==> src/vcs_pkg.sv <==
// Shared types, register codes and constants of the velocity command smoother.
`default_nettype none
package vcs_pkg;

  localparam int DEF_VALUE_WIDTH = 16;
  localparam int DT_W = 16;
  localparam int PADDR_W = 5;
  localparam int PDATA_W = 32;
  localparam int REG_IDX_W = 3;

  localparam logic [REG_IDX_W-1:0] REG_LIMIT_ABS     = 3'd0;
  localparam logic [REG_IDX_W-1:0] REG_DEADZONE      = 3'd1;
  localparam logic [REG_IDX_W-1:0] REG_LOWPASS_ALPHA = 3'd2;
  localparam logic [REG_IDX_W-1:0] REG_RATE_MODE     = 3'd3;
  localparam logic [REG_IDX_W-1:0] REG_ACCEL_LIMIT   = 3'd4;
  localparam logic [REG_IDX_W-1:0] REG_STEP_BOUND    = 3'd5;
  localparam logic [REG_IDX_W-1:0] REG_STEP_ADD      = 3'd6;

  localparam logic [14:0] RST_LIMIT_ABS     = 15'd4096;
  localparam logic [14:0] RST_DEADZONE      = 15'd0;
  localparam logic [15:0] RST_LOWPASS_ALPHA = 16'd0;
  localparam logic        RST_RATE_MODE     = 1'b1;
  localparam logic [14:0] RST_ACCEL_LIMIT   = 15'd4096;
  localparam logic [14:0] RST_STEP_BOUND    = 15'd0;
  localparam logic [14:0] RST_STEP_ADD      = 15'd0;

  // 0.8 and 0.2 as Q0.16 weights, summing to one
  localparam logic signed [16:0] W_0P8 = 17'sd52429;
  localparam logic signed [16:0] W_0P2 = 17'sd13107;

  typedef struct packed {
    logic [14:0] limit_abs;
    logic [14:0] deadzone;
    logic [15:0] lowpass_alpha;
    logic        rate_mode;
    logic [14:0] accel_limit;
    logic [14:0] step_bound;
    logic [14:0] step_add;
  } cfg_t;

  typedef enum logic [1:0] {
    MUL_LP  = 2'd0,
    MUL_ACC = 2'd1,
    MUL_W8  = 2'd2,
    MUL_W2  = 2'd3
  } mul_sel_t;

  typedef enum logic [1:0] {
    SRC_RATE  = 2'd0,
    SRC_STEP  = 2'd1,
    SRC_BLEND = 2'd2
  } cmd_src_t;

  typedef struct packed {
    logic     capture;
    logic     load_ref;
    logic     mul_en;
    mul_sel_t mul_sel;
    logic     acc_en;
    logic     upd_filt;
    logic     upd_cmd;
    cmd_src_t cmd_src;
    logic     load_out;
  } dp_cmd_t;

  typedef struct packed {
    logic kind;
    logic dt_zero;
    logic rate_mode;
    logic in_band;
  } dp_stat_t;

endpackage
`default_nettype wire

==> src/vcs_regs.sv <==
// Configuration register file behind the APB-style port.
`default_nettype none
module vcs_regs (
  input  logic                         clk,
  input  logic                         rst,
  input  logic                         psel,
  input  logic                         penable,
  input  logic                         pwrite,
  input  logic [vcs_pkg::PADDR_W-1:0]  paddr,
  input  logic [vcs_pkg::PDATA_W-1:0]  pwdata,
  output logic [vcs_pkg::PDATA_W-1:0]  prdata,
  output logic                         pready,
  output vcs_pkg::cfg_t                cfg
);
  import vcs_pkg::*;

  logic [REG_IDX_W-1:0] idx;
  logic                 wr;

  assign idx    = paddr[PADDR_W-1:2];
  assign wr     = psel & penable & pwrite & pready;
  assign pready = 1'b1;

  always_ff @(posedge clk) begin
    if (rst) begin
      cfg.limit_abs     <= RST_LIMIT_ABS;
      cfg.deadzone      <= RST_DEADZONE;
      cfg.lowpass_alpha <= RST_LOWPASS_ALPHA;
      cfg.rate_mode     <= RST_RATE_MODE;
      cfg.accel_limit   <= RST_ACCEL_LIMIT;
      cfg.step_bound    <= RST_STEP_BOUND;
      cfg.step_add      <= RST_STEP_ADD;
    end else if (wr) begin
      unique case (idx)
        REG_LIMIT_ABS:     cfg.limit_abs     <= pwdata[14:0];
        REG_DEADZONE:      cfg.deadzone      <= pwdata[14:0];
        REG_LOWPASS_ALPHA: cfg.lowpass_alpha <= pwdata[15:0];
        REG_RATE_MODE:     cfg.rate_mode     <= pwdata[0];
        REG_ACCEL_LIMIT:   cfg.accel_limit   <= pwdata[14:0];
        REG_STEP_BOUND:    cfg.step_bound    <= pwdata[14:0];
        REG_STEP_ADD:      cfg.step_add      <= pwdata[14:0];
        default: ;
      endcase
    end
  end

  always_comb begin
    unique case (idx)
      REG_LIMIT_ABS:     prdata = PDATA_W'(cfg.limit_abs);
      REG_DEADZONE:      prdata = PDATA_W'(cfg.deadzone);
      REG_LOWPASS_ALPHA: prdata = PDATA_W'(cfg.lowpass_alpha);
      REG_RATE_MODE:     prdata = PDATA_W'(cfg.rate_mode);
      REG_ACCEL_LIMIT:   prdata = PDATA_W'(cfg.accel_limit);
      REG_STEP_BOUND:    prdata = PDATA_W'(cfg.step_bound);
      REG_STEP_ADD:      prdata = PDATA_W'(cfg.step_add);
      default:           prdata = '0;
    endcase
  end

endmodule
`default_nettype wire

==> src/vcs_datapath.sv <==
// Datapath: held state, shared multiplier, rounding, saturation and limiting.
`default_nettype none
module vcs_datapath #(
  parameter int VALUE_WIDTH = vcs_pkg::DEF_VALUE_WIDTH
) (
  input  logic                          clk,
  input  logic                          rst,
  input  vcs_pkg::cfg_t                 cfg,
  input  vcs_pkg::dp_cmd_t              cmd,
  output vcs_pkg::dp_stat_t             stat,
  input  logic                          in_kind,
  input  logic signed [VALUE_WIDTH-1:0] in_ref,
  input  logic [vcs_pkg::DT_W-1:0]      in_dt,
  output logic signed [VALUE_WIDTH-1:0] out_cmd
);
  import vcs_pkg::*;

  localparam int VW = VALUE_WIDTH;
  localparam int EW = ((VW > 16) ? VW : 16) + 3;
  localparam int MB = ((VW + 1) > 17) ? (VW + 1) : 17;
  localparam int PW = 17 + MB;
  localparam logic signed [EW-1:0] VMAX_E = (EW'(1) <<< (VW - 1)) - EW'(1);
  localparam logic signed [EW-1:0] VMIN_E = -VMAX_E - EW'(1);
  localparam logic signed [PW:0]   HALF   = (PW + 1)'(32768);

  function automatic logic signed [VW-1:0] sat(input logic signed [EW-1:0] x);
    logic signed [EW-1:0] y;
    y = (x > VMAX_E) ? VMAX_E : ((x < VMIN_E) ? VMIN_E : x);
    return y[VW-1:0];
  endfunction

  function automatic logic signed [VW-1:0] clamp_lim(input logic signed [EW-1:0] x,
                                                    input logic signed [EW-1:0] lim);
    logic signed [EW-1:0] y;
    y = (x > lim) ? lim : ((x < -lim) ? -lim : x);
    return y[VW-1:0];
  endfunction

  function automatic logic signed [EW-1:0] rnd16(input logic signed [PW:0] x);
    logic signed [PW:0] t;
    t = (x + HALF) >>> 16;
    return t[EW-1:0];
  endfunction

  logic signed [VW-1:0] held;
  logic signed [VW-1:0] filt;
  logic signed [VW-1:0] cmdv;
  logic [DT_W-1:0]      dt_r;
  logic signed [PW-1:0] prod;
  logic signed [PW-1:0] acc;

  logic signed [EW-1:0] lim_e, dz_e, bnd_e, add_e;
  logic signed [EW-1:0] held_e, mag_e, rz_e, filt_e, c_e, diff_e;
  logic signed [EW-1:0] ms_e, d_e, dcl_e, step_e;
  logic signed [VW-1:0] rz;
  logic signed [VW-1:0] ref_clamped;
  logic signed [VW-1:0] filt_next;
  logic signed [VW-1:0] cmd_next;
  logic signed [16:0]   ma;
  logic signed [MB-1:0] mb;
  logic signed [PW:0]   blend;
  logic                 above, below;

  always_comb begin
    lim_e  = EW'(cfg.limit_abs);
    if (lim_e > VMAX_E) begin
      lim_e = VMAX_E;
    end
    dz_e   = EW'(cfg.deadzone);
    bnd_e  = EW'(cfg.step_bound);
    add_e  = EW'(cfg.step_add);

    ref_clamped = clamp_lim(EW'(in_ref), lim_e);

    held_e = EW'(held);
    mag_e  = (held_e < 0) ? -held_e : held_e;
    rz     = (mag_e <= dz_e) ? '0 : held;
    rz_e   = EW'(rz);
    filt_e = EW'(filt);
    c_e    = EW'(cmdv);
    diff_e = rz_e - filt_e;

    unique case (cmd.mul_sel)
      MUL_LP:  begin
        ma = 17'({1'b0, cfg.lowpass_alpha});
        mb = diff_e[MB-1:0];
      end
      MUL_ACC: begin
        ma = 17'({2'b00, cfg.accel_limit});
        mb = MB'({1'b0, dt_r});
      end
      MUL_W8:  begin
        ma = W_0P8;
        mb = MB'(cmdv);
      end
      MUL_W2:  begin
        ma = W_0P2;
        mb = MB'(filt);
      end
      default: begin
        ma = '0;
        mb = '0;
      end
    endcase

    if (cfg.lowpass_alpha == '0) begin
      filt_next = rz;
    end else begin
      filt_next = sat(filt_e + rnd16((PW + 1)'(prod)));
    end

    above = (c_e + bnd_e) < filt_e;
    below = (c_e - bnd_e) > filt_e;

    ms_e  = rnd16((PW + 1)'(prod));
    d_e   = filt_e - c_e;
    dcl_e = (d_e > ms_e) ? ms_e : ((d_e < -ms_e) ? -ms_e : d_e);

    step_e = above ? (c_e + add_e) : (c_e - add_e);
    blend  = (PW + 1)'(acc) + (PW + 1)'(prod);

    unique case (cmd.cmd_src)
      SRC_RATE:  cmd_next = clamp_lim(EW'(sat(c_e + dcl_e)), lim_e);
      SRC_STEP:  cmd_next = clamp_lim(EW'(sat(step_e)), lim_e);
      SRC_BLEND: cmd_next = clamp_lim(EW'(sat(rnd16(blend))), lim_e);
      default:   cmd_next = cmdv;
    endcase
  end

  assign stat.kind      = in_kind;
  assign stat.dt_zero   = (in_dt == '0);
  assign stat.rate_mode = cfg.rate_mode;
  assign stat.in_band   = !(above || below);

  always_ff @(posedge clk) begin
    if (rst) begin
      held <= '0;
      filt <= '0;
      cmdv <= '0;
    end else begin
      if (cmd.load_ref) begin
        held <= ref_clamped;
      end
      if (cmd.upd_filt) begin
        filt <= filt_next;
      end
      if (cmd.upd_cmd) begin
        cmdv <= cmd_next;
      end
    end
  end

  always_ff @(posedge clk) begin
    if (cmd.capture) begin
      dt_r <= in_dt;
    end
    if (cmd.mul_en) begin
      prod <= ma * mb;
    end
    if (cmd.acc_en) begin
      acc <= prod;
    end
    if (cmd.load_out) begin
      out_cmd <= cmdv;
    end
  end

endmodule
`default_nettype wire

==> src/vcs_ctrl.sv <==
// Control state machine: sequences the stages of one word and the output handshake.
`default_nettype none
module vcs_ctrl (
  input  logic               clk,
  input  logic               rst,
  input  logic               s_tvalid,
  output logic               s_tready,
  output logic               m_tvalid,
  input  logic               m_tready,
  input  vcs_pkg::dp_stat_t  stat,
  output vcs_pkg::dp_cmd_t   cmd
);
  import vcs_pkg::*;

  typedef enum logic [8:0] {
    S_IDLE = 9'b000000001,
    S_LPM  = 9'b000000010,
    S_LPU  = 9'b000000100,
    S_RM   = 9'b000001000,
    S_RU   = 9'b000010000,
    S_ST   = 9'b000100000,
    S_SM   = 9'b001000000,
    S_SBL  = 9'b010000000,
    S_DONE = 9'b100000000
  } state_t;

  state_t state, state_next;
  logic   accept;
  logic   out_free;

  assign s_tready = (state == S_IDLE);
  assign accept   = s_tvalid & s_tready;
  assign out_free = !m_tvalid || m_tready;

  always_comb begin
    state_next  = state;
    cmd         = '0;
    cmd.mul_sel = MUL_LP;
    cmd.cmd_src = SRC_RATE;
    unique case (state)
      S_IDLE: begin
        if (accept) begin
          cmd.capture  = 1'b1;
          cmd.load_ref = !stat.kind;
          if (stat.kind) begin
            state_next = stat.dt_zero ? S_DONE : S_LPM;
          end
        end
      end
      S_LPM: begin
        cmd.mul_en  = 1'b1;
        cmd.mul_sel = MUL_LP;
        state_next  = S_LPU;
      end
      S_LPU: begin
        cmd.upd_filt = 1'b1;
        state_next   = stat.rate_mode ? S_RM : S_ST;
      end
      S_RM: begin
        cmd.mul_en  = 1'b1;
        cmd.mul_sel = MUL_ACC;
        state_next  = S_RU;
      end
      S_RU: begin
        cmd.upd_cmd = 1'b1;
        cmd.cmd_src = SRC_RATE;
        state_next  = S_DONE;
      end
      S_ST: begin
        cmd.mul_en  = 1'b1;
        cmd.mul_sel = MUL_W8;
        cmd.cmd_src = SRC_STEP;
        if (stat.in_band) begin
          state_next = S_SM;
        end else begin
          cmd.upd_cmd = 1'b1;
          state_next  = S_DONE;
        end
      end
      S_SM: begin
        cmd.acc_en  = 1'b1;
        cmd.mul_en  = 1'b1;
        cmd.mul_sel = MUL_W2;
        state_next  = S_SBL;
      end
      S_SBL: begin
        cmd.upd_cmd = 1'b1;
        cmd.cmd_src = SRC_BLEND;
        state_next  = S_DONE;
      end
      S_DONE: begin
        if (out_free) begin
          cmd.load_out = 1'b1;
          state_next   = S_IDLE;
        end
      end
      default: state_next = S_IDLE;
    endcase
  end

  always_ff @(posedge clk) begin
    if (rst) begin
      state    <= S_IDLE;
      m_tvalid <= 1'b0;
    end else begin
      state <= state_next;
      if (cmd.load_out) begin
        m_tvalid <= 1'b1;
      end else if (m_tready) begin
        m_tvalid <= 1'b0;
      end
    end
  end

endmodule
`default_nettype wire

==> src/velocity_command_smoother.sv <==
// Top level of the single-axis velocity command smoother.
// A set-reference word is taken, leaves the block ready and gives no result. A tick with
// dt of zero returns the current command. A tick with nonzero dt runs deadzone, low-pass,
// smoothing and limit as a sequence on one shared multiplier, 17 bits by VALUE_WIDTH+1 bits
// but at least 17, with a registered product: a low-pass multiply and filter update; in rate
// mode a rate-limit multiply and command update, in step mode a step update outside the
// band or a blend of two weighted products inside it. The result sits in an output
// register, so the block returns to accepting words as soon as that register is free;
// configuration writes are taken at any time and reads return the register value.
`default_nettype none
module velocity_command_smoother #(
  parameter int VALUE_WIDTH = vcs_pkg::DEF_VALUE_WIDTH,
  localparam int IN_W  = ((VALUE_WIDTH + vcs_pkg::DT_W + 7) / 8) * 8,
  localparam int OUT_W = ((VALUE_WIDTH + 7) / 8) * 8
) (
  input  logic                        clk,
  input  logic                        rst,
  input  logic                        s_tvalid,
  output logic                        s_tready,
  input  logic [IN_W-1:0]             s_tdata,  // reference, dt
  input  logic                        s_tuser,  // kind
  output logic                        m_tvalid,
  input  logic                        m_tready,
  output logic [OUT_W-1:0]            m_tdata,  // command
  input  logic                        psel,
  input  logic                        penable,
  input  logic                        pwrite,
  input  logic [vcs_pkg::PADDR_W-1:0] paddr,
  input  logic [vcs_pkg::PDATA_W-1:0] pwdata,
  output logic [vcs_pkg::PDATA_W-1:0] prdata,
  output logic                        pready
);
  import vcs_pkg::*;

  cfg_t                         cfg;
  dp_cmd_t                      cmd;
  dp_stat_t                     stat;
  logic signed [VALUE_WIDTH-1:0] in_ref;
  logic [DT_W-1:0]               in_dt;
  logic signed [VALUE_WIDTH-1:0] out_cmd;

  assign in_ref  = s_tdata[VALUE_WIDTH-1:0];
  assign in_dt   = s_tdata[VALUE_WIDTH+DT_W-1:VALUE_WIDTH];
  assign m_tdata = OUT_W'($unsigned(out_cmd));

  vcs_regs u_regs (
    .clk     (clk),
    .rst     (rst),
    .psel    (psel),
    .penable (penable),
    .pwrite  (pwrite),
    .paddr   (paddr),
    .pwdata  (pwdata),
    .prdata  (prdata),
    .pready  (pready),
    .cfg     (cfg)
  );

  vcs_ctrl u_ctrl (
    .clk      (clk),
    .rst      (rst),
    .s_tvalid (s_tvalid),
    .s_tready (s_tready),
    .m_tvalid (m_tvalid),
    .m_tready (m_tready),
    .stat     (stat),
    .cmd      (cmd)
  );

  vcs_datapath #(
    .VALUE_WIDTH (VALUE_WIDTH)
  ) u_dp (
    .clk     (clk),
    .rst     (rst),
    .cfg     (cfg),
    .cmd     (cmd),
    .stat    (stat),
    .in_kind (s_tuser),
    .in_ref  (in_ref),
    .in_dt   (in_dt),
    .out_cmd (out_cmd)
  );

endmodule
`default_nettype wire

==> config.mk <==
export PLATFORM = sky130hd
export DESIGN_NAME = velocity_command_smoother
export DESIGN_NICKNAME = d
export VERILOG_FILES = /design/src/vcs_pkg.sv /design/src/vcs_regs.sv /design/src/vcs_datapath.sv /design/src/vcs_ctrl.sv /design/src/velocity_command_smoother.sv
export SDC_FILE = /design/constraint.sdc
export NUM_CORES = 2
export LEC_CHECK = 0
export BUFFER_PORTS_ARGS = -buffer_cell sky130_fd_sc_hd__buf_2
export CAP_MARGIN = 40
export CORE_MARGIN = 10
export CORE_UTILIZATION = 35
export CTS_CLUSTER_DIAMETER = 60
export DETAILED_ROUTE_END_ITERATION = 12
export HOLD_SLACK_MARGIN = 0.1
export PLACE_DENSITY = 0.57
export SLEW_MARGIN = 20
export SYNTH_ARGS = -nofsm -noshare
export SYNTH_HDL_FRONTEND = slang
export SYNTH_SLANG_ARGS = --single-unit
==> constraint.sdc <==
create_clock -name clk -period 29.4 [get_ports clk]
set_input_delay 4.41 -clock clk [delete_from_list [all_inputs] [get_ports clk]]
set_output_delay 4.41 -clock clk [all_outputs]
set_load 0.02 [all_outputs]
==> results.txt <==
----------------------------------------------------
[Status]
  Outcome ... complete, no violations

[GRT]
  First-pass GRT wire length ... 200000 microns
  Vias in the first global route ... 31800
  Overall routing resource usage ... 22.4%
  Antenna violations before repair ... 8
  Pin count of the biggest net entering global routing ... 73
  Remaining global-route overflow ... 0

[STA]
  Tightest Pin Transition ... approximately 950 ps
  Aggregate negative setup slack ... 0 ps
  Final count of pins violating max slew ... 0
  Layout Skew ... 41.7 ps
  Worst setup slack after layout ... between 15000 and 20000 ps
  Total setup violations reported at the end of the flow ... 0
  Normalized max-slew margin ... 35.6%
  Total count of hold-check failures in the final report ... 0
  Setup repair after global routing missed its margin ... no
  Final min period ... 13940 ps
  Peak clock frequency supported by timing ... 71.7 MHz
  Fin crit share ... 47.4%

[CTS]
  Clock root buffer master ... sky130_fd_sc_hd__clkbuf_16
  Hold_buf cts ... 0
  Total clock buffers created by CTS ... 37
  Buffers inserted by post-CTS timing repair ... 0
  Max Root-Sink Buffers ... 3
  # resized after CTS ... 0
  Clock Sinks ... 250
  Latest clock arrival within the worst-skew pair ... 580 ps
  CTS tree ... built
  Clock transition at path regs ... roughly 60 ps
  Number of H-tree branching levels ... 2

[Synth]
  Most area-consuming cells after synthesis ... sky130_fd_sc_hd__ha_1, sky130_fd_sc_hd__fa_1, sky130_fd_sc_hd__dfxtp_1
  Async S/R FF share, synth ... 0%
  Number of flops mapped to enable cells by yosys ... 100
  Share of the synthesized area in the top cell type ... a little under a fifth
  Yosys top cell by area ... sky130_fd_sc_hd__ha_1
  Post-synthesis instance area ... 35500 sq um
  Number of synthesized register bits ... 250
  Mapped Avg Cell Area ... 8.07 sq um
  Distinct cell type count after synthesis ... 96
  Leading register cell type out of synthesis ... sky130_fd_sc_hd__dfxtp_1
  Sequential element share of the synthesized area ... 16.9%
  Count of synthesis-stage warnings from yosys ... 0
  Syn Inst Count ... 4400

[Detailed routing]
  Number of DRC markers after the initial detailed-route iteration ... 3113
  DR WL/cell ... 22.8 microns
  Final ANT Viol Nets ... 0
  DR DRC count ... 0
  Aggregate routed wire length ... 133000 microns
  Length of the first detailed-routing pass in iterations ... 6
  Via count ... 33100
  Vias per Instance ... 5.66

[Worst setup path]
  Critical Setup Path Class ... flop to flop
  Startpoint of the worst register-to-register path ... u_dp.held[0]$_SDFFE_PP0P_
  Reg-to-reg slack, setup ... roughly 15000 ps
  Required time at the worst-slack endpoint ... 29710 ps
  Reg-to-Reg End ... u_dp.prod[33]$_DFFE_PP_
  Max incr delay on CP ... 600 ps
  Critical Path Most Common Cell ... sky130_fd_sc_hd__fa_1
  Crit path launch type ... flop
  Highest net fanout along the worst path ... 11
  Path depth of the worst reg2reg path ... between 40 and 50
  Data arrival time of the critical path ... between 10000 and 15000 ps
  Kind of end point of the critical path ... flop
  Max stage delay cell, worst path ... sky130_fd_sc_hd__o41a_1

[Layout]
  Total non-filler cell area in the finished layout ... 39100 sq um
  Area used by sequential logic in the layout ... roughly 6000 sq um
  Commonest cells after routing, fill and taps aside ... sky130_fd_sc_hd__nand2_1, sky130_fd_sc_hd__ha_1, sky130_fd_sc_hd__inv_1, sky130_fd_sc_hd__a21oi_1, sky130_fd_sc_hd__nor2_1
  Net count reported at finish ... 5283
  Fillers ... 10400
  Fraction of final layout cells sized beyond drive strength 1 ... between 6 and 7%
  Area taken by multi-input logic gates ... approximately 27000 sq um
  Commonest non-fill, non-tap cell in the layout ... sky130_fd_sc_hd__nand2_1
  Area grow syn2layout ... 10.1%

[Pwr]
  Worst IR drop on VDD ... about 0.035 mV
  Leak pwr ... 0.0177 uW
  Part of the power in registers ... between 20% and 30%
  Switching Fraction ... 39.8%
  Internal Power ... 885 uW
  Clock group share of total power ... 33.4%
  Combinational share of power ... 40.8%
  Sw Pwr ... between 500 and 600 uW
  Cell Pwr Density ... roughly 38 nW/um^2

[Run]
  Max-cap violations ... 0

[Min path]
  Number of cells on the worst hold path ... 0
  Min-Delay Startpoint ... u_dp.prod[0]$_DFFE_PP_
  Min-Delay Path Class ... flop to flop
  Hold-critical path endpoint ... u_dp.acc[0]$_DFFE_PP_

[Floorplanning]
  IO Count ... about 130
  Chip height ... 339 microns
  Die Wd ... ~340 microns
  Placeable core area ... 100000 sq um
  Initial core utilization ... 35.4%
  Die ar. ... 115000 sq um
  Total number of placement rows ... 116

[Placed design]
  Post-placement cell area ... 37800 sq um
  Number of port buffers ... slightly above 90
  Setup slack after placement ... 15660 ps
  Estimated wirelength of the detail-placed design ... ~110000 microns
  Final weighted congestion in routability-driven placement ... 1.01

----------------------------------------------------
-- sequential cells by signal, indices dropped and copies added (netlist names) --
register         cells
u_dp.out_cmd        16
u_dp.acc            34
u_dp.prod           34
u_dp.cmdv           16
u_dp.filt           16
u_dp.dt_r           16
u_dp.held           16
u_regs.cfg          92
u_ctrl.m_tvalid      1
u_ctrl.state         9
-- per-layer routing --
metal	GRT usage (%)	part of all wire, %	vias up
li1	-	-	15600
met1	30.6	44	15900
met2	33.9	43	1313
met3	4.98	8.8	278
met4	8.93	4.3	8
met5	0	0.039	-
-- through the flow --
stage	hold slack, ps	total power [uW]	utilization (%)	instances
after floorplan	418	784	-	4415
after global placement	437	967	37.4	5758
after detailed placement	445	972	37.6	5772
after CTS	456	1470	38.9	5840
after global routing	471	1560	39.0	5843
final	453	1470	39.0	5844
-- power groups by stage --
stage	Combinational [uW]	Clock, uW	Sequential [uW]
after floorplan	402	0	382
after global placement	581	0	386
after detailed placement	586	0	386
after CTS	591	496	379
after global routing	665	512	379
final	600	490	379
-- worst max path at each step --
stage / startpoint / end / slack [ps] / depth (start not counted)
floorplan: u_dp.held[0]$_SDFFE_PP0P_ / u_dp.prod[33]$_DFFE_PP_ / 17550 / 48
global placement: u_dp.held[0]$_SDFFE_PP0P_ / u_dp.prod[33]$_DFFE_PP_ / 15700 / 47
detailed placement: u_dp.held[0]$_SDFFE_PP0P_ / u_dp.prod[33]$_DFFE_PP_ / 15660 / 47
CTS: u_dp.held[0]$_SDFFE_PP0P_ / u_dp.prod[33]$_DFFE_PP_ / 15590 / 47
global route: u_dp.held[0]$_SDFFE_PP0P_ / u_dp.prod[33]$_DFFE_PP_ / 14290 / 47
finish: u_dp.held[0]$_SDFFE_PP0P_ / u_dp.prod[33]$_DFFE_PP_ / 15460 / 47
-- synthesized netlist by cell type, drive strengths merged (10+ instances only) --
master and count:
nor2 318, o31ai 28, a21o 90, a211o 13, nand3 87, a22oi 13
a221o 10, nand2b 32, a21oi 375, o22ai 37, nor3 78, dfxtp 150
edfxtp 100, or2 20, o2111ai 11, o21a 75, o211ai 19, a21boi 11
xor2 47, a2111oi 23, nand4 39, nor4 26, o21ai 206, and4 15
a211oi 57, maj3 10, a31oi 20, mux2i 34, or3 40, nand2 554
o21bai 32, nor2b 51, xnor2 165, and3 30, fa 216, clkbuf 144
ha 533, buf 38, and2 41, a221oi 18, inv 453
-- worst max-delay path: cells and delay by family, from the launching register on --
kind	cells	cell delay (ps)
buffers and inverters	3	190
AOI/OAI and AO/OA	19	5600
DFF	1	400
adders and majority gates	9	4260
xor gates and xnor gates	2	150
and+or+nand+nor	14	3060
-- area by class of cell --
type	count	share of cell area, %
clock inverter	26	0.994
sequential	250	15.3
timing repair buffer	185	3.12
multi-input combinational	3528	69.4
inverter	455	4.36
tap	1357	4.34
antenna	1	0.00639
clock buffer	42	2.44
-- cells by family (layout without fill, tap and decap cells) --
logic type	Yosys count	count (layout)	synth area share, %
other	2	18	0.0211
adder cells (fa/ha/maj)	759	759	31.2
AO/OA/AOI/OAI	1131	1131	20.6
multiplexers	44	44	1.31
AND/OR/NAND/NOR	1365	1365	17.7
XOR/XNOR	212	212	5.27
flip-flops	250	250	16.9
buffers and inverters	637	708	6.99
No activity file was read; power rests on OpenSTA's default activity.
